--- src/hw/rtl/mkdlp_pkg.sv ---
package mkdlp_pkg;

  localparam int KEYS        = 4;
  localparam int COUNT_WIDTH = 16;
  localparam int CFG_WIDTH   = 16;
  localparam int CFG_IDX_W   = 8;
  localparam int KEY_W       = (KEYS > 1) ? $clog2(KEYS) : 1;
  localparam int CMP_W       = (COUNT_WIDTH > CFG_WIDTH) ? COUNT_WIDTH : CFG_WIDTH;

  localparam int IN_BITS     = KEYS;
  localparam int IN_TDATA_W  = ((IN_BITS + 7) / 8) * 8;
  localparam int OUT_BITS    = 2 + 2 * KEY_W + KEYS;
  localparam int OUT_TDATA_W = ((OUT_BITS + 7) / 8) * 8;

  localparam logic [CFG_IDX_W-1:0] REG_DEBOUNCE   = CFG_IDX_W'(0);
  localparam logic [CFG_IDX_W-1:0] REG_LONG_PRESS = CFG_IDX_W'(1);

  localparam logic [CFG_WIDTH-1:0] DEBOUNCE_RESET   = CFG_WIDTH'(50);
  localparam logic [CFG_WIDTH-1:0] LONG_PRESS_RESET = CFG_WIDTH'(2000);

  localparam logic [COUNT_WIDTH-1:0] CNT_MAX = {COUNT_WIDTH{1'b1}};

  typedef struct packed {
    logic stable;
    logic fire;
    logic short_cand;
  } key_status_t;

endpackage

--- src/hw/rtl/mkdlp_key.sv ---
module mkdlp_key (
  input  logic                            clk,
  input  logic                            rst,
  input  logic                            tick,
  input  logic                            pressed,
  input  logic [mkdlp_pkg::CFG_WIDTH-1:0] debounce_ticks,
  input  logic [mkdlp_pkg::CFG_WIDTH-1:0] long_press_ticks,
  input  logic                            short_take,
  output mkdlp_pkg::key_status_t          status
);
  import mkdlp_pkg::*;

  logic                   last_raw;
  logic [COUNT_WIDTH-1:0] since_change;
  logic                   stable_pressed;
  logic [COUNT_WIDTH-1:0] held_ticks;
  logic                   long_done;
  logic                   short_done;

  logic                   last_raw_next;
  logic [COUNT_WIDTH-1:0] since_change_next;
  logic                   stable_pressed_next;
  logic [COUNT_WIDTH-1:0] held_ticks_next;
  logic                   long_done_next;
  logic                   short_done_next;

  logic [COUNT_WIDTH-1:0] held_inc;
  logic                   accepted;
  logic                   press_edge;
  logic                   release_edge;
  logic                   long_tmp;
  logic                   short_tmp;
  logic                   fire;
  logic                   cand;

  always_comb begin
    last_raw_next     = pressed;
    since_change_next = (pressed != last_raw) ? '0 :
                        (since_change == CNT_MAX) ? CNT_MAX : since_change + 1'b1;
    held_inc          = (held_ticks == CNT_MAX) ? CNT_MAX : held_ticks + 1'b1;
    accepted          = CMP_W'(since_change_next) >= CMP_W'(debounce_ticks);
    press_edge        = accepted && pressed && !stable_pressed;
    release_edge      = accepted && !pressed && stable_pressed;
    held_ticks_next   = press_edge ? '0 : held_inc;
    long_tmp          = (press_edge || release_edge) ? 1'b0 : long_done;
    short_tmp         = release_edge ? 1'b0 : short_done;
    stable_pressed_next = accepted ? pressed : stable_pressed;
    fire              = accepted && pressed && !long_tmp &&
                        (CMP_W'(held_ticks_next) >= CMP_W'(long_press_ticks));
    long_done_next    = long_tmp || fire;
    cand              = stable_pressed_next && !short_tmp && !long_done_next &&
                        (CMP_W'(held_ticks_next) < CMP_W'(long_press_ticks));
    short_done_next   = short_tmp || (cand && short_take);
  end

  assign status.stable     = stable_pressed_next;
  assign status.fire       = fire;
  assign status.short_cand = cand;

  always_ff @(posedge clk) begin
    if (rst) begin
      last_raw       <= 1'b0;
      since_change   <= '0;
      stable_pressed <= 1'b0;
      held_ticks     <= '0;
      long_done      <= 1'b0;
      short_done     <= 1'b0;
    end else if (tick) begin
      last_raw       <= last_raw_next;
      since_change   <= since_change_next;
      stable_pressed <= stable_pressed_next;
      held_ticks     <= held_ticks_next;
      long_done      <= long_done_next;
      short_done     <= short_done_next;
    end
  end

endmodule

--- src/hw/rtl/multi_key_debounce_long_press.sv ---
// channel   dir  handshake                        payload
// s_axis    in   s_axis_tvalid / s_axis_tready    raw_levels per tick
// m_axis    out  m_axis_tvalid / m_axis_tready    short/long events, stable mask
// cfg       in   cfg_valid / cfg_ready            cfg_index, cfg_data
//
// one tick per cycle unless m_axis stalls; each result is registered at accept
// the per-key counter update and compares finish in the accepting cycle
// a tick is taken whenever the result register is empty or drained in that cycle
// rst clears all key state and m_axis_tvalid, and loads default thresholds
// cfg_ready is always high
module multi_key_debounce_long_press (
  input  logic                               clk,
  input  logic                               rst,
  input  logic                               s_axis_tvalid,
  output logic                               s_axis_tready,
  input  logic [mkdlp_pkg::IN_TDATA_W-1:0]   s_axis_tdata,  // raw_levels
  output logic                               m_axis_tvalid,
  input  logic                               m_axis_tready,
  // short_valid, short_key, long_valid, long_key, stable_mask
  output logic [mkdlp_pkg::OUT_TDATA_W-1:0]  m_axis_tdata,
  input  logic                               cfg_valid,
  output logic                               cfg_ready,
  input  logic [mkdlp_pkg::CFG_IDX_W-1:0]    cfg_index,
  input  logic [mkdlp_pkg::CFG_WIDTH-1:0]    cfg_data
);
  import mkdlp_pkg::*;

  logic [CFG_WIDTH-1:0] debounce_ticks;
  logic [CFG_WIDTH-1:0] long_press_ticks;

  logic                 tick;
  key_status_t          status [KEYS];
  logic [KEYS-1:0]      short_take;

  logic                 short_valid_next;
  logic [KEY_W-1:0]     short_key_next;
  logic                 long_valid_next;
  logic [KEY_W-1:0]     long_key_next;
  logic [KEYS-1:0]      mask_next;

  logic                 short_valid;
  logic [KEY_W-1:0]     short_key;
  logic                 long_valid;
  logic [KEY_W-1:0]     long_key;
  logic [KEYS-1:0]      stable_mask;

  assign cfg_ready     = 1'b1;
  assign s_axis_tready = !m_axis_tvalid || m_axis_tready;
  assign tick          = s_axis_tvalid && s_axis_tready;

  always_ff @(posedge clk) begin
    if (rst) begin
      debounce_ticks   <= DEBOUNCE_RESET;
      long_press_ticks <= LONG_PRESS_RESET;
    end else if (cfg_valid) begin
      if (cfg_index == REG_DEBOUNCE) begin
        debounce_ticks <= cfg_data;
      end
      if (cfg_index == REG_LONG_PRESS) begin
        long_press_ticks <= cfg_data;
      end
    end
  end

  for (genvar k = 0; k < KEYS; k++) begin : g_key
    mkdlp_key u_key (
      .clk              (clk),
      .rst              (rst),
      .tick             (tick),
      .pressed          (!s_axis_tdata[k]),
      .debounce_ticks   (debounce_ticks),
      .long_press_ticks (long_press_ticks),
      .short_take       (short_take[k]),
      .status           (status[k])
    );
  end

  always_comb begin
    short_valid_next = 1'b0;
    short_key_next   = '0;
    long_valid_next  = 1'b0;
    long_key_next    = '0;
    short_take       = '0;
    mask_next        = '0;
    for (int i = 0; i < KEYS; i++) begin
      mask_next[i] = status[i].stable;
      if (status[i].fire) begin
        long_valid_next = 1'b1;
        long_key_next   = KEY_W'(i);
      end
    end
    for (int i = KEYS - 1; i >= 0; i--) begin
      if (status[i].short_cand) begin
        short_valid_next = 1'b1;
        short_key_next   = KEY_W'(i);
      end
    end
    if (short_valid_next) begin
      short_take[short_key_next] = 1'b1;
    end
  end

  always_ff @(posedge clk) begin
    if (rst) begin
      m_axis_tvalid <= 1'b0;
    end else if (tick) begin
      m_axis_tvalid <= 1'b1;
    end else if (m_axis_tready) begin
      m_axis_tvalid <= 1'b0;
    end
  end

  always_ff @(posedge clk) begin
    if (tick) begin
      short_valid <= short_valid_next;
      short_key   <= short_key_next;
      long_valid  <= long_valid_next;
      long_key    <= long_key_next;
      stable_mask <= mask_next;
    end
  end

  assign m_axis_tdata = OUT_TDATA_W'({stable_mask, long_key, long_valid, short_key, short_valid});

  a_long_pressed: assert property (@(posedge clk) disable iff (rst)
    m_axis_tvalid && long_valid |-> stable_mask[long_key])
    else $error("long press on a key not held");

  a_short_pressed: assert property (@(posedge clk) disable iff (rst)
    m_axis_tvalid && short_valid |-> stable_mask[short_key])
    else $error("short press on a key not held");

  a_not_both: assert property (@(posedge clk) disable iff (rst)
    m_axis_tvalid && short_valid && long_valid |-> short_key != long_key)
    else $error("same key reported short and long");

  a_idle_keys: assert property (@(posedge clk) disable iff (rst)
    m_axis_tvalid && !short_valid && !long_valid |-> short_key == '0 && long_key == '0)
    else $error("key index without event");

endmodule
--- config.mk ---
export PLATFORM = sky130hd
export DESIGN_NAME = multi_key_debounce_long_press
export DESIGN_NICKNAME = d
export VERILOG_FILES = /design/src/hw/rtl/mkdlp_pkg.sv /design/src/hw/rtl/mkdlp_key.sv /design/src/hw/rtl/multi_key_debounce_long_press.sv
export SDC_FILE = /design/constraint.sdc
export NUM_CORES = 1
export LEC_CHECK = 0
export BUFFER_PORTS_ARGS = -buffer_cell sky130_fd_sc_hd__buf_2
export CORE_MARGIN = 2
export CORE_UTILIZATION = 28
export CTS_CLUSTER_SIZE = 12
export DETAILED_ROUTE_END_ITERATION = 16
export GPL_TIMING_DRIVEN = 0
export PLACE_DENSITY = 0.53
export SYNTH_ARGS = -nofsm -noshare
export SYNTH_HDL_FRONTEND = slang
export SYNTH_SLANG_ARGS = --single-unit
--- constraint.sdc ---
create_clock -name clk -period 7.4 [get_ports clk]
set_input_delay 0 -clock clk [delete_from_list [all_inputs] [get_ports clk]]
set_output_delay 0 -clock clk [all_outputs]
set_load 0.02 [all_outputs]
==> results.cfg <==
[sta]
rsz0062_at_grt = false
setup_viol_count_final = 0
hold_violations = 0
tns_ps = 0
max_freq_ghz = 0.150
worstMarginPinSlew_ps = 983
fin_worst_skew_ps = 8.91
slew_violations = 0
period_needed_ps = 6650
maxSlewHeadroom_pct = 34.5
finalCritPeriodShare_pct = 89.8

[synth]
netlist_top_cells_area = dfxtp_1 27%, ha_1 13%, a21oi_1 10%
syn_area_per_cell_sq_um = 7.77
synth_common_cells = 269 x a21oi_1, 268 x nand2_1, 177 x dfxtp_1
synth_cells = 1707
yosys_warnings = 0
synth_flop_cell = dfxtp_1
synth_top_area_cell = dfxtp_1
synth_top_area_share_pct = 26.7
ys_ff_latch = 187
synth-edff-count = 10
netlist_area_sq_um = 13300
ys_async_sr_fraction_pct = 0
ys_seq_area_share_pct = 29.0
synth.distinct_cells = 83
yosysMostFrequentCell = a21oi_1

[worst_setup_path]
cpPeakStageDelay_ps = 640
required_ps = 7630
path_delay_family = simple AND/OR/NAND/NOR gates
rrSetupSlack_ps = 750
critical_path_class = reg2reg
arrival_ps = 6880
timing.rr.end = short_key[1]$_DFFE_PP_
cp_slowest_cell = nor3_1
worst-path-stages = 22
cp-end-kind = flop
crit_fanout = 10
crit_buf_inv = 2
path_cells = ha_1 > nand3_1 > nor4_1 > nand4_1 > buf_2 > a21oi_1 > ha_1 > nand4_1 > nor3_1 > nor3_1 > o211a_1 > nor3_1 > clkbuf_1 > a21oi_1 > ha_1 > a21o_1 > a21oi_1 > o221ai_1 > o211ai_1 > nand4_1 > o22ai_1 > and2b_1
reg2reg_depth = 22
critical_path.startpoint_type = flop
r2r_start = g_key[0].u_key.since_change[0]$_SDFFE_PP0P_

[placed_design]
dp_hpwl_um = 33000
gp_congestion = 0.857
placed_cells = 2359
port_buffers = 40

[pwr]
irDropWorstVdd_mv = 0.178
p_comb_share_pct = 8.9
netSwitchingFraction_pct = 28.4
power_leakage_nw = 5.86
p_switching_uw = 621
pwr-share-seq_pct = 47.3
p_int_mw = 1.56
cellPowerDensity_nw_per_um2 = 145
p_clk_share_pct = 43.8

[cells_and_area]
area_delta_synth_final_pct = 13.4
final_layout_size_suffix_gt1_share_pct = 7.98
nNetsFinal = 1964
post_layout_nonfiller_instances = 2412

[cts]
clk_pin_slew_ps = 80
cts_made_buffers = 17
cts_tree = done
cts_buffer_depth = 2
cts-htree-levels = 4
cts_resized = 0
cts.sinks = 187
clock-root-buffer = clkbuf_16
insertion_delay_ps = 470

[run]
cap_viol_max_count = 0

[routing]
dr.pass1.iters = 13
drt_iter0_drc = 925
drc = 4
drt-total-wl_um = 44000
postRouteAntennaNets = 0
drt-vias-per-instance = 5.31
vias = 12800
drt-wirelength-per-cell_um = 18.3

[die]
io_pins = 56
dieArea_sq_um = 49100
initial_utilization_pct = 28.4
rows = 79
fp.dieH_um = 222
die_x_um = 222
design.core.area_sq_um = 46700

[global_route]
track_usage_pct = 17.7
grt_antenna_before_repair = 0
gr-total-overflow = 0
grt_max_degree = 20
grt_pass1_wl_um = 68200
first_global_vias = 12100

[min_path]
holdPathEnd = g_key[1].u_key.last_raw$_SDFFE_PP0P_
worstHoldStart = s_axis_tdata[1]
hold_depth = 2
hp-class = in2reg

[run_status]
outcome = complete, but fails checks
violations = DRC
[timing repair]
| item | in CTS | in global routing |
|---|---|---|
| hold endpoints to repair | 36 | 0 |
| hold buffers | 20 | 0 |
| buffers inserted | 0 | 0 |
| endpoints found under the setup margin | 0 | 0 |
[worst register-to-register path, delay by kind of cell (launching register included)]
family | cells | cell delay (ps)
and+or+nand+nor | 9 | 2830
AOI/OAI and AO/OA | 8 | 1780
adders and majority gates | 3 | 730
buffers and inverters | 2 | 690
DFF | 1 | 390
[state kept, by name (all words and copies together) (netlist names), 2 cells and up]
| register | cells |
|---|---|
| g_key.u_key.last_raw | 4 |
| g_key.u_key.since_change | 64 |
| g_key.u_key.short_done | 4 |
| g_key.u_key.held_ticks | 64 |
| long_press_ticks | 16 |
| debounce_ticks | 16 |
| long_key | 2 |
| g_key.u_key.stable_pressed | 4 |
| short_key | 2 |
| stable_mask | 4 |
| g_key.u_key.long_done | 4 |
[cell usage in the layout, fill, tap and decap left out, types with 8 or more instances in the layout]
cell           netlist  final
mux2i_1             41     41
nand4_1             48     48
xnor2_1             46     46
inv_1               60     60
nand2_1            268    268
a32oi_1              9      9
nor2_1             103    103
and3_1              30     30
or3_1                8      8
buf_4                9      9
buf_1                9      9
nand2b_1            10     10
a211oi_1            21     21
buf_2               19     59
a211o_1             14     14
and4_1              14     14
o21a_1              13     13
a31oi_1             23     23
o211ai_1             9      9
and2_1               8      8
a21o_1              23     23
ha_1               136    136
dlygate4sd3_1        0     20
edfxtp_1            10     10
dfxtp_1            177    177
nor3_1              37     37
nand3_1             53     53
clkbuf_1            66     65
or2_2                9      9
a21oi_1            269    269
o21ai_0             21     21
nor2b_1              9      9
clkbuf_16            0     19
xor2_1              36     36
[layer usage]
metal	wire, um	global-route usage [%]	vias to the layer above
met5	0	0	-
met4	1430	6.95	0
met3	1950	2.46	59
met2	20600	29.9	290
met1	20100	22.9	6172
li1	-	-	6290
[cell families (layout without fill, tap and decap cells)]
group | count (synthesis) | in the layout | synth area share (%)
simple gates | 633 | 633 | 23.0
compound gates | 456 | 456 | 21.1
flops | 187 | 187 | 29.0
buf+inv | 169 | 261 | 5.39
fa+ha+maj | 136 | 136 | 12.8
xor+xnor | 82 | 82 | 5.42
mux | 42 | 42 | 3.18
other cells | 2 | 8 | 0.0566
[area by class of cell]
class                      instances  area [sq um]
timing repair buffer              60           400
clock buffer                      19           475
buffer                           106           479
multi-input combinational       1356          8720
sequential                       187          3840
clock inverter                    13           120
fill                            4924         31600
tap                              607           759
antenna                            1          2.50
inverter                          63           236
[power groups by stage]
stage / logic (mW) / clock network, mW / registers (mW)
after floorplan: 0.105 / 0 / 1.06
after global placement: 0.181 / 0 / 1.06
after detailed placement: 0.183 / 0 / 1.06
after CTS: 0.192 / 0.980 / 1.03
after global routing: 0.210 / 1.02 / 1.03
final: 0.193 / 0.957 / 1.03
[how the worst max path moves through the flow]
| stage | startpoint | endpoint | slack, ps |
|---|---|---|---|
| after floorplan | g_key[1].u_key.since_change[6]$_SDFFE_PP0P_ | short_key[1]$_DFFE_PP_ | 2270 |
| after detailed placement | g_key[0].u_key.since_change[0]$_SDFFE_PP0P_ | short_key[1]$_DFFE_PP_ | 840 |
| final | g_key[0].u_key.since_change[0]$_SDFFE_PP0P_ | short_key[1]$_DFFE_PP_ | 750 |
| after CTS | g_key[0].u_key.since_change[0]$_SDFFE_PP0P_ | short_key[1]$_DFFE_PP_ | 820 |
| after global routing | g_key[0].u_key.since_change[0]$_SDFFE_PP0P_ | short_key[1]$_DFFE_PP_ | 280 |
| after global placement | g_key[0].u_key.since_change[0]$_SDFFE_PP0P_ | short_key[1]$_DFFE_PP_ | 920 |
[per-stage QoR]
| stage | total power, mW | hold slack (ps) | util, % | setup slack [ps] | instance area [sq um] |
|---|---|---|---|---|---|
| after floorplan | 1.16 | 125 | - | 2270 | 13300 |
| after global placement | 1.24 | 234 | 30.5 | 919 | 14200 |
| after detailed placement | 1.24 | 241 | 30.5 | 844 | 14200 |
| after CTS | 2.21 | 5.24 | 32.2 | 823 | 15000 |
| after global routing | 2.26 | 48.7 | 32.2 | 276 | 15000 |
| final | 2.18 | 34.0 | 32.2 | 753 | 15000 |
(Power assumes the default switching activity.)
